**src/design/assert_macros.svh**
```systemverilog
// ----------------------------------------------------------------------------
// assert_macros.svh
// shared concurrent assertion macros for the dda rasterizer
// ----------------------------------------------------------------------------
`ifndef ASSERT_MACROS_SVH
`define ASSERT_MACROS_SVH

// same-cycle implication, disabled in reset
`define ASSERT_IMPL(label, clk, rstn, ante, cons, msg) \
    label: assert property (@(posedge clk) disable iff (!(rstn)) (ante) |-> (cons)) \
        else $error(msg);

// next-cycle implication, disabled in reset
`define ASSERT_NEXT(label, clk, rstn, ante, cons, msg) \
    label: assert property (@(posedge clk) disable iff (!(rstn)) (ante) |=> (cons)) \
        else $error(msg);

`endif

```
**src/design/dda_pkg.sv**
```systemverilog
// ----------------------------------------------------------------------------
// dda_pkg
// shared types and constants of the dda line rasterizer
// ----------------------------------------------------------------------------
package dda_pkg;

    localparam int COORD_BITS      = 11;
    localparam int FRAC_BITS_DEF   = 16;
    localparam int QUEUE_DEPTH_DEF = 2;

    // stream widths, rounded up to whole bytes
    localparam int S_TDATA_W = ((4 * COORD_BITS + 7) / 8) * 8;
    localparam int M_TDATA_W = ((2 * COORD_BITS + 7) / 8) * 8;

    typedef logic signed [COORD_BITS-1:0] coord_t;
    typedef logic        [COORD_BITS-1:0] mag_t;

    typedef enum logic {
        OP_START   = 1'b0,
        OP_ADVANCE = 1'b1
    } op_t;

    // classified command passed from front to back
    typedef struct packed {
        op_t    op;
        coord_t start_x;
        coord_t start_y;
        mag_t   mag_x;
        mag_t   mag_y;
        logic   neg_x;
        logic   neg_y;
        mag_t   steps;
    } cmd_t;

endpackage

```
**src/design/dda_front.sv**
```systemverilog
// ----------------------------------------------------------------------------
// dda_front
// accepts input transfers and classifies them into line commands
// ----------------------------------------------------------------------------
module dda_front (
    input  logic                          s_tvalid,
    output logic                          s_tready,
    input  logic [dda_pkg::S_TDATA_W-1:0] s_tdata,
    input  logic                          s_tuser,
    input  logic                          q_ready,
    output logic                          q_push,
    output dda_pkg::cmd_t                 q_cmd
);
    import dda_pkg::*;

    coord_t                 sx, sy, ex, ey;
    logic signed [COORD_BITS:0] dx, dy;
    mag_t                   ax, ay;

    assign sx = s_tdata[0*COORD_BITS +: COORD_BITS];
    assign sy = s_tdata[1*COORD_BITS +: COORD_BITS];
    assign ex = s_tdata[2*COORD_BITS +: COORD_BITS];
    assign ey = s_tdata[3*COORD_BITS +: COORD_BITS];

    assign dx = {ex[COORD_BITS-1], ex} - {sx[COORD_BITS-1], sx};
    assign dy = {ey[COORD_BITS-1], ey} - {sy[COORD_BITS-1], sy};

    // magnitudes never exceed 2^COORD_BITS - 1
    assign ax = dx[COORD_BITS] ? COORD_BITS'(-dx) : dx[COORD_BITS-1:0];
    assign ay = dy[COORD_BITS] ? COORD_BITS'(-dy) : dy[COORD_BITS-1:0];

    always_comb begin
        q_cmd.op      = s_tuser ? OP_ADVANCE : OP_START;
        q_cmd.start_x = sx;
        q_cmd.start_y = sy;
        q_cmd.mag_x   = ax;
        q_cmd.mag_y   = ay;
        q_cmd.neg_x   = dx[COORD_BITS];
        q_cmd.neg_y   = dy[COORD_BITS];
        q_cmd.steps   = (ax > ay) ? ax : ay;
    end

    assign s_tready = q_ready;
    assign q_push   = s_tvalid & q_ready;

endmodule

```
**src/design/dda_queue.sv**
```systemverilog
// ----------------------------------------------------------------------------
// dda_queue
// short command queue between front and back
// ----------------------------------------------------------------------------
`include "assert_macros.svh"

module dda_queue #(
    parameter int DEPTH = dda_pkg::QUEUE_DEPTH_DEF
) (
    input  logic          aclk,
    input  logic          aresetn,
    input  logic          push,
    input  dda_pkg::cmd_t push_cmd,
    output logic          push_ready,
    input  logic          pop,
    output logic          pop_valid,
    output dda_pkg::cmd_t pop_cmd
);
    import dda_pkg::*;

    localparam int PTR_W = (DEPTH > 1) ? $clog2(DEPTH) : 1;
    localparam int CNT_W = $clog2(DEPTH + 1);

    cmd_t             mem_reg [DEPTH];
    logic [PTR_W-1:0] wr_ptr_reg, rd_ptr_reg;
    logic [CNT_W-1:0] count_reg;

    assign push_ready = count_reg != CNT_W'(DEPTH);
    assign pop_valid  = count_reg != '0;
    assign pop_cmd    = mem_reg[rd_ptr_reg];

    always_ff @(posedge aclk) begin
        if (push) begin
            mem_reg[wr_ptr_reg] <= push_cmd;
        end
    end

    always_ff @(posedge aclk) begin
        if (!aresetn) begin
            wr_ptr_reg <= '0;
            rd_ptr_reg <= '0;
            count_reg  <= '0;
        end else begin
            if (push) begin
                wr_ptr_reg <= (wr_ptr_reg == PTR_W'(DEPTH - 1)) ? '0 : wr_ptr_reg + 1'b1;
            end
            if (pop) begin
                rd_ptr_reg <= (rd_ptr_reg == PTR_W'(DEPTH - 1)) ? '0 : rd_ptr_reg + 1'b1;
            end
            case ({push, pop})
                2'b10:   count_reg <= count_reg + 1'b1;
                2'b01:   count_reg <= count_reg - 1'b1;
                default: count_reg <= count_reg;
            endcase
        end
    end

    `ASSERT_IMPL(a_count_bound, aclk, aresetn, 1'b1, count_reg <= CNT_W'(DEPTH), "queue overflow")
    `ASSERT_IMPL(a_pop_nonempty, aclk, aresetn, pop, count_reg != '0, "pop from empty queue")
    `ASSERT_IMPL(a_push_room, aclk, aresetn, push, push_ready, "push into full queue")

endmodule

```
**src/design/dda_back.sv**
```systemverilog
// ----------------------------------------------------------------------------
// dda_back
// divides the deltas, steps the accumulators and drives the result register
// ----------------------------------------------------------------------------
`include "assert_macros.svh"

module dda_back #(
    parameter int FRAC_BITS = dda_pkg::FRAC_BITS_DEF
) (
    input  logic                          aclk,
    input  logic                          aresetn,
    input  logic                          q_valid,
    input  dda_pkg::cmd_t                 q_cmd,
    output logic                          q_pop,
    output logic                          m_tvalid,
    input  logic                          m_tready,
    output logic [dda_pkg::M_TDATA_W-1:0] m_tdata,
    output logic                          m_tlast
);
    import dda_pkg::*;

    localparam int ACC_W  = COORD_BITS + FRAC_BITS + 1;
    localparam int QUO_W  = FRAC_BITS + 1;
    localparam int STEP_W = FRAC_BITS + 2;
    localparam int REM_W  = COORD_BITS + 1;
    localparam int CNT_W  = $clog2(QUO_W);

    typedef enum logic [1:0] {
        ST_IDLE,
        ST_DIVIDE,
        ST_ACTIVE
    } state_t;

    state_t                   state_reg;
    logic signed [ACC_W-1:0]  acc_x_reg, acc_y_reg;
    logic        [QUO_W-1:0]  quo_x_reg, quo_y_reg;
    logic        [REM_W-1:0]  rem_x_reg, rem_y_reg;
    logic                     neg_x_reg, neg_y_reg;
    mag_t                     div_reg;
    mag_t                     left_reg;
    logic        [CNT_W-1:0]  cnt_reg;
    logic                     out_valid_reg;
    coord_t                   out_x_reg, out_y_reg;
    logic                     out_last_reg;

    logic                     out_free, is_start;
    logic                     ge_x, ge_y;
    logic        [REM_W-1:0]  sub_x, sub_y;
    logic        [REM_W-1:0]  rem_x_next, rem_y_next;
    logic signed [STEP_W-1:0] step_x, step_y;
    logic signed [ACC_W-1:0]  acc_x_next, acc_y_next;
    logic signed [ACC_W-1:0]  start_x_acc, start_y_acc;

    assign out_free = !out_valid_reg || m_tready;
    assign is_start = q_cmd.op == OP_START;
    assign q_pop    = q_valid && (state_reg != ST_DIVIDE)
                      && (out_free || (!is_start && state_reg == ST_IDLE));

    // restoring division, one quotient bit per cycle for both axes
    assign ge_x  = rem_x_reg >= {1'b0, div_reg};
    assign ge_y  = rem_y_reg >= {1'b0, div_reg};
    assign sub_x = ge_x ? rem_x_reg - {1'b0, div_reg} : rem_x_reg;
    assign sub_y = ge_y ? rem_y_reg - {1'b0, div_reg} : rem_y_reg;
    assign rem_x_next = {sub_x[COORD_BITS-1:0], 1'b0};
    assign rem_y_next = {sub_y[COORD_BITS-1:0], 1'b0};

    // signed increments, accumulators carry a +0.5 bias so rounding is a select
    assign step_x = neg_x_reg ? -STEP_W'(quo_x_reg) : STEP_W'(quo_x_reg);
    assign step_y = neg_y_reg ? -STEP_W'(quo_y_reg) : STEP_W'(quo_y_reg);
    assign acc_x_next = acc_x_reg + {{(ACC_W-STEP_W){step_x[STEP_W-1]}}, step_x};
    assign acc_y_next = acc_y_reg + {{(ACC_W-STEP_W){step_y[STEP_W-1]}}, step_y};

    assign start_x_acc = {q_cmd.start_x[COORD_BITS-1], q_cmd.start_x, 1'b1,
                          {(FRAC_BITS-1){1'b0}}};
    assign start_y_acc = {q_cmd.start_y[COORD_BITS-1], q_cmd.start_y, 1'b1,
                          {(FRAC_BITS-1){1'b0}}};

    always_ff @(posedge aclk) begin
        if (!aresetn) begin
            state_reg     <= ST_IDLE;
            out_valid_reg <= 1'b0;
        end else begin
            if (out_valid_reg && m_tready) begin
                out_valid_reg <= 1'b0;
            end
            case (state_reg)
                ST_IDLE, ST_ACTIVE: begin
                    if (q_pop && is_start) begin
                        out_valid_reg <= 1'b1;
                        out_x_reg     <= q_cmd.start_x;
                        out_y_reg     <= q_cmd.start_y;
                        out_last_reg  <= q_cmd.steps == '0;
                        acc_x_reg     <= start_x_acc;
                        acc_y_reg     <= start_y_acc;
                        rem_x_reg     <= {1'b0, q_cmd.mag_x};
                        rem_y_reg     <= {1'b0, q_cmd.mag_y};
                        neg_x_reg     <= q_cmd.neg_x;
                        neg_y_reg     <= q_cmd.neg_y;
                        div_reg       <= q_cmd.steps;
                        left_reg      <= q_cmd.steps;
                        cnt_reg       <= CNT_W'(QUO_W - 1);
                        state_reg     <= (q_cmd.steps == '0) ? ST_IDLE : ST_DIVIDE;
                    end else if (q_pop && state_reg == ST_ACTIVE) begin
                        out_valid_reg <= 1'b1;
                        out_x_reg     <= acc_x_next[FRAC_BITS +: COORD_BITS];
                        out_y_reg     <= acc_y_next[FRAC_BITS +: COORD_BITS];
                        out_last_reg  <= left_reg == mag_t'(1);
                        acc_x_reg     <= acc_x_next;
                        acc_y_reg     <= acc_y_next;
                        left_reg      <= left_reg - 1'b1;
                        if (left_reg == mag_t'(1)) begin
                            state_reg <= ST_IDLE;
                        end
                    end
                end
                ST_DIVIDE: begin
                    rem_x_reg <= rem_x_next;
                    rem_y_reg <= rem_y_next;
                    quo_x_reg <= {quo_x_reg[QUO_W-2:0], ge_x};
                    quo_y_reg <= {quo_y_reg[QUO_W-2:0], ge_y};
                    cnt_reg   <= cnt_reg - 1'b1;
                    if (cnt_reg == '0) begin
                        state_reg <= ST_ACTIVE;
                    end
                end
                default: begin
                    state_reg <= ST_IDLE;
                end
            endcase
        end
    end

    assign m_tvalid = out_valid_reg;
    assign m_tdata  = {{(M_TDATA_W-2*COORD_BITS){1'b0}}, out_y_reg, out_x_reg};
    assign m_tlast  = out_last_reg;

    `ASSERT_IMPL(a_no_pop_in_divide, aclk, aresetn, state_reg == ST_DIVIDE, !q_pop, "pop during divide")
    `ASSERT_NEXT(a_divide_ends, aclk, aresetn, state_reg == ST_DIVIDE && cnt_reg == '0, state_reg == ST_ACTIVE, "divide did not finish")
    `ASSERT_NEXT(a_start_emits, aclk, aresetn, q_pop && is_start, out_valid_reg, "start point lost")

endmodule

```
**src/design/dda_line_rasterizer_core.sv**
```systemverilog
// ----------------------------------------------------------------------------
// dda_line_rasterizer_core
// dda line rasterizer with a classifying front, command queue and stepping back
// ----------------------------------------------------------------------------
// A start transfer (tuser = 0) carries both endpoints and produces the start
// point in the cycle after the back end takes it; for a line of nonzero
// length the back end then runs a restoring divider that yields one quotient
// bit per cycle for both axes and takes no further command until it is done.
// Each advance transfer (tuser = 1) needs one add per axis in the back end,
// the sum already biased by one half so the rounded point is a plain bit
// select. The front end takes a transfer in every cycle while the command
// queue has room, so advances queued behind a start wait only for the
// divider and for a free output register. Advances with no line in progress
// are dropped without a result, a zero-length line gives just its start
// point with tlast set, and a start during a line abandons the old one.
// Every result sits in an output register and may stall on m_tready
// without blocking the queue from filling.
// ----------------------------------------------------------------------------
module dda_line_rasterizer_core #(
    parameter int FRAC_BITS   = dda_pkg::FRAC_BITS_DEF,  // 8 to 24
    parameter int QUEUE_DEPTH = dda_pkg::QUEUE_DEPTH_DEF // 2 or more
) (
    input  logic                          aclk,
    input  logic                          aresetn,
    // input channel
    input  logic                          s_tvalid,
    output logic                          s_tready,
    input  logic [dda_pkg::S_TDATA_W-1:0] s_tdata,   // start_x, start_y, end_x, end_y, pad
    input  logic                          s_tuser,   // operation: 0 start, 1 advance
    // result channel
    output logic                          m_tvalid,
    input  logic                          m_tready,
    output logic [dda_pkg::M_TDATA_W-1:0] m_tdata,   // point_x, point_y, pad
    output logic                          m_tlast    // last_point
);
    import dda_pkg::*;

    // front to queue
    logic push, push_ready;
    cmd_t push_cmd;

    // queue to back
    logic pop, pop_valid;
    cmd_t pop_cmd;

    // classify each transfer: deltas, magnitudes, signs and step count
    dda_front u_front (
        .s_tvalid (s_tvalid),
        .s_tready (s_tready),
        .s_tdata  (s_tdata),
        .s_tuser  (s_tuser),
        .q_ready  (push_ready),
        .q_push   (push),
        .q_cmd    (push_cmd)
    );

    // decouples input acceptance from divider and output stalls
    dda_queue #(
        .DEPTH (QUEUE_DEPTH)
    ) u_queue (
        .aclk       (aclk),
        .aresetn    (aresetn),
        .push       (push),
        .push_cmd   (push_cmd),
        .push_ready (push_ready),
        .pop        (pop),
        .pop_valid  (pop_valid),
        .pop_cmd    (pop_cmd)
    );

    // divider, accumulators and output register
    dda_back #(
        .FRAC_BITS (FRAC_BITS)
    ) u_back (
        .aclk     (aclk),
        .aresetn  (aresetn),
        .q_valid  (pop_valid),
        .q_cmd    (pop_cmd),
        .q_pop    (pop),
        .m_tvalid (m_tvalid),
        .m_tready (m_tready),
        .m_tdata  (m_tdata),
        .m_tlast  (m_tlast)
    );

endmodule
```
**config.mk**
```make
export PLATFORM = sky130hd
export DESIGN_NAME = dda_line_rasterizer_core
export DESIGN_NICKNAME = d
export VERILOG_FILES = /design/src/design/dda_pkg.sv /design/src/design/dda_front.sv /design/src/design/dda_queue.sv /design/src/design/dda_back.sv /design/src/design/dda_line_rasterizer_core.sv
export VERILOG_INCLUDE_DIRS = /design/src /design/src/design
export SDC_FILE = /design/constraint.sdc
export NUM_CORES = 1
export LEC_CHECK = 0
export BUFFER_PORTS_ARGS = -buffer_cell sky130_fd_sc_hd__buf_2
export CORE_MARGIN = 5
export CORE_UTILIZATION = 62
export CTS_CLUSTER_SIZE = 14
export DETAILED_ROUTE_END_ITERATION = 8
export PLACE_DENSITY = 0.87
export SLEW_MARGIN = 30
export SYNTH_ARGS = -nofsm -noshare
export SYNTH_HDL_FRONTEND = slang
export SYNTH_SLANG_ARGS = --single-unit
```
**constraint.sdc**
```tcl
create_clock -name aclk -period 10 [get_ports aclk]
set_clock_uncertainty 0.15 [all_clocks]
set_input_delay 1.5 -clock aclk [delete_from_list [all_inputs] [get_ports aclk]]
set_output_delay 1.5 -clock aclk [all_outputs]
set_load 0.02 [all_outputs]
```
* After elaboration in Yosys (flattened, before gate mapping)
Memory sizes are Yosys's and may differ from the RTL's. A register that Yosys moved wholly into a read port is not among the register bits.
Cells that the tools add are included.
** Word-level totals
- Bits of input ports :: 53
- Word-level logic and storage cells :: 119
- Output and inout port bits :: 27
- Register bits :: 173
- Memory bits (writable) :: 116
- Memories kept :: 1
** Operators by class
- Equality and inequality tests :: 11
- Mux-type cells :: 43
- Bitwise operators :: 2
- Reductions and logical operators :: 22
- Add/subtract/negate cells :: 16
- Order comparisons :: 3
** Memories
- u_queue.mem_reg :: words 2, bits a word 58, rd ports 1, clocked after Yosys merged registers in 1, wr ports 1, RTL line dda_queue.sv:24 : cmd_t mem_reg [DEPTH];
** Operator list (number)
- 11-bit 2-to-1 mux :: 11
- 28-bit 2-to-1 mux :: 4
- 28-bit adder :: 2
- 12-bit case mux with 2 select lines :: 2
- 18-bit 2-to-1 mux :: 2
- 17-bit negator with 18-bit output :: 2
- 12-bit by 11-bit >= comparator with 1-bit output :: 2
- 12-bit 2-to-1 mux :: 2
- 11-bit by 11-bit subtractor with 12-bit output :: 2
- 11-bit negator :: 2
- 11-bit subtractor :: 2
- 1-bit 2-to-1 mux :: 14
- 3-bit AND reduction :: 4
- 11-bit by 1-bit == test with 1-bit output, second input constant :: 1
- 11-bit greater-than comparator :: 1
- 11-bit logical NOT :: 1
- 11-bit by 1-bit subtractor with 11-bit output, second input constant :: 1
- 5-bit case mux with 2 select lines :: 1
- 2-bit 2-to-1 mux :: 4
- 2-bit case mux with 2 select lines :: 2
- 2-bit nonzero test :: 4
- 1-bit logical AND :: 6
- 2-bit by 1-bit != test with 1-bit output, second input constant :: 3
- 3-bit by 1-bit != test with 1-bit output, second input constant :: 2
- 16 further kinds :: 20

* Longest topological paths before layout
Gate-level depths: netlist (run 1).
- Depth after elaboration :: 8
- Depth in mapped cells :: 22
- Depth with buffers taken out :: 21

* Hierarchy
Synthesis (run 1) repeated with hierarchy kept, for this count alone.
** Second synthesis, totals
- Cells, all modules :: 1532
- Area, all modules :: 16692.3 µm²
** By module, submodules not included
- dda_back :: cells an instance 1020, sequential area each 4324.1 µm², times used 1, area an instance 10119.7 µm²
- dda_queue :: cells an instance 202, sequential area each 3583.4 µm², times used 1, area an instance 4395.5 µm²
- dda_front :: cells an instance 310, sequential area each 0.0 µm², times used 1, area an instance 2177.1 µm²

* Least setup slack after synthesis (run 1)
No wires, ideal clock.
- Path kind :: in2reg
- From :: in m_tready
- To :: reg u_back.acc_x_reg[0], enable pin
- Path buffers :: 2
- Setup time :: 0.587 ns
- Arrival :: 7.214 ns
- Required time :: 9.263 ns
- Cell stages on the path :: 8
- Path slack :: 2.049 ns
- Cell sequence :: nor2b_1 > o21ai_0 > and3_1 > clkbuf_1 > and2_1 > clkbuf_1 > nor2_1 > nor3b_1
** On the way
- Cells in the longest elaborated chain, start to end :: 6
- Elaborated cells on any way between the ends :: 7
- Classes of those cells :: reduce/logical: 7
** Ends and longest elaborated chain
- from (decl) :: RTL line dda_line_rasterizer_core.sv:32 : input logic m_tready,
- 1-bit logical OR * :: RTL line dda_back.sv:54 : assign out_free = !out_valid_reg || m_tready;
- 1-bit logical OR * :: RTL line dda_back.sv:57 : && (out_free || (!is_start && state_reg == ST_IDLE));
- 1-bit logical AND * :: RTL line dda_back.sv:57
- via pop :: RTL line dda_line_rasterizer_core.sv:43 : logic pop, pop_valid;
- 1-bit logical AND, on equally long branches :: RTL line dda_back.sv:103, dda_back.sv:88
- 2-bit nonzero test (no source line) *
- 3-bit AND reduction (no source line) *
- to (signal assigned) :: RTL line dda_back.sv:93 : acc_x_reg <= start_x_acc;
- to (signal assigned) :: RTL line dda_back.sv:108 : acc_x_reg <= acc_x_next;
- to (decl) :: RTL line dda_back.sv:35 : logic signed [ACC_W-1:0] acc_x_reg, acc_y_reg;
The timed path passes the listed nets; every way through them passes the cells marked *.
A chain may end at the register's enable or synchronous reset.

==> results of run 1 <==
==> area by class of cell <==
type                            instances  area, µm²
Fill cell                            1739       7790
Clock inverter                         20        194
Clock buffer                           32        716
Sequential cell                       266       7910
Timing Repair Buffer                   83        453
Tap cell                              330        413
Multi-Input combinational cell       1033       7450
Inverter                               87        327
==> power by group <==
| group | internal, mW | total, mW | switching, mW |
|---|---|---|---|
| Clock | 0.592 | 1.02 | 0.427 |
| Combinational | 0.665 | 1.66 | 0.999 |
| Sequential | 1.55 | 1.65 | 0.0983 |
==> cell usage after synthesis (24+ instances only) <==
cell type    n  share of area (%)
mux2_2      27                1.9
edfxtp_1   258                 49
ha_1       116                9.1
xnor2_1     81                4.4
a21o_1      34                1.6
a211oi_1    27                1.3
buf_4       24                1.1
o21ai_0     91                2.9
a21oi_1     91                2.9
xor2_1      43                2.4
nor2_1     101                2.4
nand2_1     81                1.9
inv_1       87                2.0
nor2b_1     44                1.7
mux2i_1     35                2.2
clkbuf_1    29               0.68
==> worst register-to-register path, cell delays in order, from the launching register on <==
cell,delay [ps]
edfxtp_1,450
or3_1,380
or2_2,310
or3_1,330
or2_2,320
o21ai_0,210
xnor2_1,160
ha_1,310
o21ai_0,190
o21ai_0,140
a21oi_1,140
o31ai_1,150
a221oi_1,710
o211ai_1,200
a41oi_1,340
xor2_1,180
o21ai_0,80
==> stage by stage <==
stage          power, mW  worst slack, ps
3_3_place_gp        3.20             3290
4_1_cts             4.32             3730
6_report            4.33             3660
5_1_grt             4.58             3350
2_1_floorplan       2.91             2050
3_5_place_dp        3.28             3170
==> cells by family (layout without fill, tap and decap cells) <==
kind of cell               count (synthesis)  after routing  share of synthesized area [%]
other                                      1              2                         0.0235
DFF                                      266            266                           49.5
AOI/OAI and AO/OA                        350            350                           14.0
adders and majority gates                122            122                           9.84
muxes                                     62             62                           4.10
buffers and inverters                    146            222                           4.01
xor gates and xnor gates                 124            124                           6.80
and+or+nand+nor                          373            373                           11.7
==> per-layer routing <==
layer  wire, µm  share of wire (%)  track usage (%)  vias to the layer above
li1           -                  -                -                     5407
met1      14800                 42             32.2                     5399
met2      17100                 49             40.1                      404
met3       2140                6.1             3.23                       76
met4        947                2.7             6.94                        0
met5          0                  0                0                        -
==> final timing paths <==
path / to / slack (ps) / cells past startpoint
min reg2reg: u_back.quo_x_reg[2] / 340 / 0
min: u_back.quo_x_reg[2] / 340 / 0
max: u_queue.mem_reg[1][1] / 3660 / 21
max reg2reg: u_back.acc_x_reg[25] / 4980 / 16
==> results_dict.tcl, run 1 <==
set metrics [dict create \
    dp.cells 1798 \
    worstSetupPathType "primary input to flip-flop" \
    final_nets 1674 \
    worstPathRequired_ps 10150 \
    cp_common_cell "o21ai_0" \
    cap_viol_max_count 0 \
    antenna_found_initial 0 \
    row_count 58 \
    worstMarginPinSlew_ps 1000 \
    die_area_mm2 0.0291 \
    postCtsResizedCells 0 \
    finalSetupViolations 0 \
    max_freq_ghz 0.158 \
    ys_types 73 \
    critPathCaptureType "flip-flop" \
    finalInstanceArea_mm2 0.0175 \
    io_pins 80 \
    clockRootBuffer "clkbuf_16" \
    grt-ovfl-total 0 \
    slew_headroom_pct 33.2 \
    place_area_mm2 0.0165 \
    status "completed" \
    area_growth_syn_to_layout_pct 9.36 \
    fin_util_pct 69.1 \
    finalHoldViolCount 0 \
    gp_congestion 0.919 \
    powerDensity_mw_per_mm2 248 \
    drc 0 \
    via_per_inst 6.10 \
    diodes 0 \
    post_cts_buffers 0 \
    layoutNonFillerInstCount 1851 \
    largest_register_ffs 116 \
    finalCriticalPeriod_ps 6340 \
    cts_hold_buf 0 \
    syn_inst 1444 \
    rsz0062_at_grt "no" \
    r2r-start "u_back.quo_x_reg[3]" \
    setup_tns_ps 0 \
    critPathBufInv 3 \
    clock_sinks 266 \
    core_mm2 0.0253 \
    async_reset_ff_share_pct 0 \
    synth_edf_count 258 \
    hp-start "u_back.quo_x_reg[1]" \
    critPathLaunchType "primary input" \
    netlist_area_mm2 0.0160 \
    wirelength_um 35000 \
    fp.dieW_um 170 \
    wl_per_cell_um 18.9 \
    crit_path_start "s_tdata[1]" \
    cp_top_family "compound AO/OA/AOI/OAI gates" \
    h-tree-depth 1 \
    fin_crit_sh_pct 63.4 \
    hold_ws_ps 336 \
    dp_hpwl_um 24500 \
    ys.flop_type "edfxtp_1" \
    grt_max_degree 80 \
    clockBufferDepth 3 \
    hold_class "flip-flop to flip-flop" \
    yosys_warnings 0 \
    fp.dieH_um 170 \
    first_pass_iters 5 \
    cts_tree "yes" \
    start_util_pct 63.2 \
    path_clk_slew_ps 60 \
    dr_total_vias 11300 \
    ys_seq_area_share_pct 49.5 \
    peakVddDrop_mv 0.133 \
    maxSlewViolCount 0 \
    detailedRoute.firstIterationViolations 1006 \
    worstPathMaxFanout 12 \
    slowest_stage "nor2_1" \
    cts_buffers 28 \
    avgSynthCellArea_um2 11.1 \
    cp_data_arrival_time_ps 6490 \
    path_cells "buf_2 -> inv_1 -> ha_1 -> nor2b_1 -> o2111ai_1 -> nand3_1 -> a41o_1 -> a2111oi_0 -> a21o_1 -> o21ai_0 -> xor2_1 -> inv_1 -> ha_1 -> nand3_1 -> o21ai_0 -> a21o_1 -> a21oi_1 -> o21ai_0 -> a31oi_1 -> nor2_1 -> mux2_2" \
    p_leak_nw 6.82 \
    io_buffers 73 \
    mostFrequentLayoutCell "edfxtp_1" \
    drive_gt1_share_pct 11.5 \
    ys_ff_latch 266 \
    final_cell_mix "edfxtp_1 (258), ha_1 (116), nor2_1 (100)" \
    clkLatencyLatePin_ps 550 \
    gr-usage-all-layers_pct 23.7 \
    grt_pass1_wl_um 55700 \
    grt_pass1_vias 11100 \
    max_stage_delay_ps 770 \
    postRouteAntennaNets 0 \
]
(Power assumes the default switching activity.)
==> inputs of run 2 (changes only) <==
Settings changed: CORE_UTILIZATION 62 to 56, PLACE_DENSITY 0.87 to 0.84.
Clock period 10 ns to 5.21 ns, I/O delays scaled along.
==> run 2 against run 1 <==
- register-to-register slack got worse by 4700 ps
- first-iteration DRC count grew 16%
- total power is 97% higher
- largest cell class unchanged
- global-route usage decreased by 2.1 points
- via count grew 0.12%
- critical endpoint is now u_back.acc_x_reg[24]
- cell area rose by 2.1%
==> results_dict.tcl, run 2 (synthesis gave the netlist of run 1 again) <==
set metrics [dict create \
    cp_top_family "compound AO/OA/AOI/OAI gates" \
    power_mw 8.53 \
    detailedRoute.firstIterationViolations 1165 \
    reg2regPathDepth 15 \
    maxSlewViolCount 0 \
    gr-usage-all-layers_pct 21.6 \
    antenna_found_initial 0 \
    finalHoldViolCount 0 \
    finalCriticalPeriod_ps 4880 \
    final_cell_mix "edfxtp_1 (258), ha_1 (116), nor2_1 (99)" \
    fin_crit_sh_pct 93.7 \
    fp.dieH_um 179 \
    powerDensity_mw_per_mm2 479 \
    worstPathRequired_ps 5330 \
    postRouteAntennaNets 0 \
    finalSetupViolations 0 \
    worstMarginPinSlew_ps 956 \
    wirelength_um 34700 \
    grt_max_degree 79 \
    multi_input_area_mm2 0.00745 \
    clkLatencyLatePin_ps 550 \
    clockRootBuffer "clkbuf_16" \
    fillers 2138 \
    rsz0062_at_grt "no" \
    r2r-end "u_back.acc_x_reg[24]" \
    postCtsResizedCells 0 \
    max_stage_delay_ps 460 \
    slew_headroom_pct 36.2 \
    diodes 0 \
    fp.dieW_um 179 \
    gp_congestion 0.906 \
    path_cells "or3_1 -> or3_1 -> or3_1 -> or2_1 -> o31a_1 -> ha_1 -> a21o_1 -> a21o_1 -> a21o_1 -> o2bb2ai_1 -> o41ai_2 -> nand2b_1 -> a21oi_1 -> xor2_1 -> o21ai_0" \
    mostFrequentLayoutCell "edfxtp_1" \
    core_mm2 0.0279 \
    drive_gt1_share_pct 13.8 \
    path_clk_slew_ps 60 \
    largest_register_ffs 116 \
    setup_ws_ps 327 \
    first_pass_iters 6 \
    hp-start "s_tdata[14]" \
    r2r_slack_ps 330 \
    grt_pass1_vias 11200 \
    hold_class "primary input to flip-flop" \
    layout.area.seq_mm2 0.00791 \
    grt-ovfl-total 0 \
    via_per_inst 5.85 \
    dp.cells 1881 \
    post-place-ws_ps -94.1 \
    start_util_pct 57.2 \
    grt_pass1_wl_um 55800 \
    status "completed" \
    critPathCaptureType "flip-flop" \
    p_leak_nw 7.01 \
    clock_sinks 266 \
    wl_per_cell_um 18.0 \
    worstSetupPathType "flip-flop to flip-flop" \
    top_layer_used "met4" \
    min_path_cells 1 \
    post_cts_buffers 0 \
    finalInstanceArea_mm2 0.0178 \
    cts_hold_buf 0 \
    slowest_stage "edfxtp_1" \
    critPathLaunchType "flip-flop" \
    critPathBufInv 0 \
    worstPathMaxFanout 10 \
    cts_tree "yes" \
    clockBufferDepth 3 \
    cp_data_arrival_time_ps 5010 \
    dr_wl_met2_um 16800 \
    cts_buffers 28 \
    routed-wl-met3_um 2060 \
    die_area_mm2 0.0320 \
    area_growth_syn_to_layout_pct 11.7 \
    io_buffers 73 \
    row_count 61 \
    drc 0 \
    r2r-start "u_back.quo_x_reg[0]" \
    min_to "u_queue.mem_reg[1][38]" \
    drt-met1-wl_um 14900 \
    layoutNonFillerInstCount 1932 \
    final_nets 1709 \
    peakVddDrop_mv 0.306 \
    h-tree-depth 1 \
    max_freq_ghz 0.205 \
    place_area_mm2 0.0169 \
    io_pins 80 \
    dr_total_vias 11300 \
    cap_viol_max_count 0 \
    dp_hpwl_um 25000 \
]
==> run 2: cell types whose count changed in the layout (fill, tap and decap cells not counted), sizes merged <==
cell	delta
buf	+35
bufinv	+2
clkbuf	-2
clkinv	-4
clkinvlp	+2
==> run 2: worst register-to-register path: cells and delay by family (launching register included) <==
| family | cells | cell delay, ps |
|---|---|---|
| and+or+nand+nor | 5 | 1600 |
| xor gates and xnor gates | 1 | 170 |
| DFF | 1 | 460 |
| AOI/OAI and AO/OA | 8 | 1800 |
| adders and majority gates | 1 | 430 |
==> run 2: metrics by stage <==
step	util (%)	setup TNS, ps	hold WS [ps]
CTS	63.8	0	259
floorplan	-	0	293
finish	63.8	0	283
global placement	60.4	0	302
detailed placement	60.4	-1080	314
global route	63.8	0	274
==> run 2: final cells by class <==
| cell class | count | share of cell area, % |
|---|---|---|
| flip-flops and latches | 266 | 44.4 |
| clock inverters | 20 | 1.37 |
| clock buffers | 30 | 3.97 |
| multi-input cells | 1033 | 41.8 |
| inverters | 87 | 1.83 |
| well taps | 378 | 2.65 |
| repair buffers | 118 | 4.03 |
==> run 2: how the worst max path moves through the flow <==
stage                              startpoint               endpoint  slack [ps]  cells after the start
after floorplan                   s_tdata[22]  u_queue.mem_reg[0][9]          80                     17
after global placement             s_tdata[0]  u_queue.mem_reg[0][1]           6                     17
after detailed placement           s_tdata[1]  u_queue.mem_reg[1][1]         -90                     21
after CTS                 u_back.quo_x_reg[0]   u_back.acc_x_reg[26]         370                     15
after global routing               s_tdata[1]  u_queue.mem_reg[1][6]          30                     22
final                     u_back.quo_x_reg[0]   u_back.acc_x_reg[24]         330                     15
==> run 2: layer usage <==
| layer | vias to the layer above | track usage [%] |
|---|---|---|
| met5 | - | 0 |
| met4 | 0 | 6.40 |
| met3 | 64 | 2.61 |
| met2 | 355 | 37.0 |
| met1 | 5397 | 29.1 |
| li1 | 5484 | - |
==> run 2: where the power goes <==
group | internal, mW | switching (mW) | leakage [nW] | total [mW]
registers | 2.97 | 0.152 | 2.44 | 3.12
logic | 1.37 | 1.97 | 4.11 | 3.35
clock network | 1.23 | 0.835 | 0.462 | 2.07
total | 5.57 | 2.96 | 7.01 | 8.53
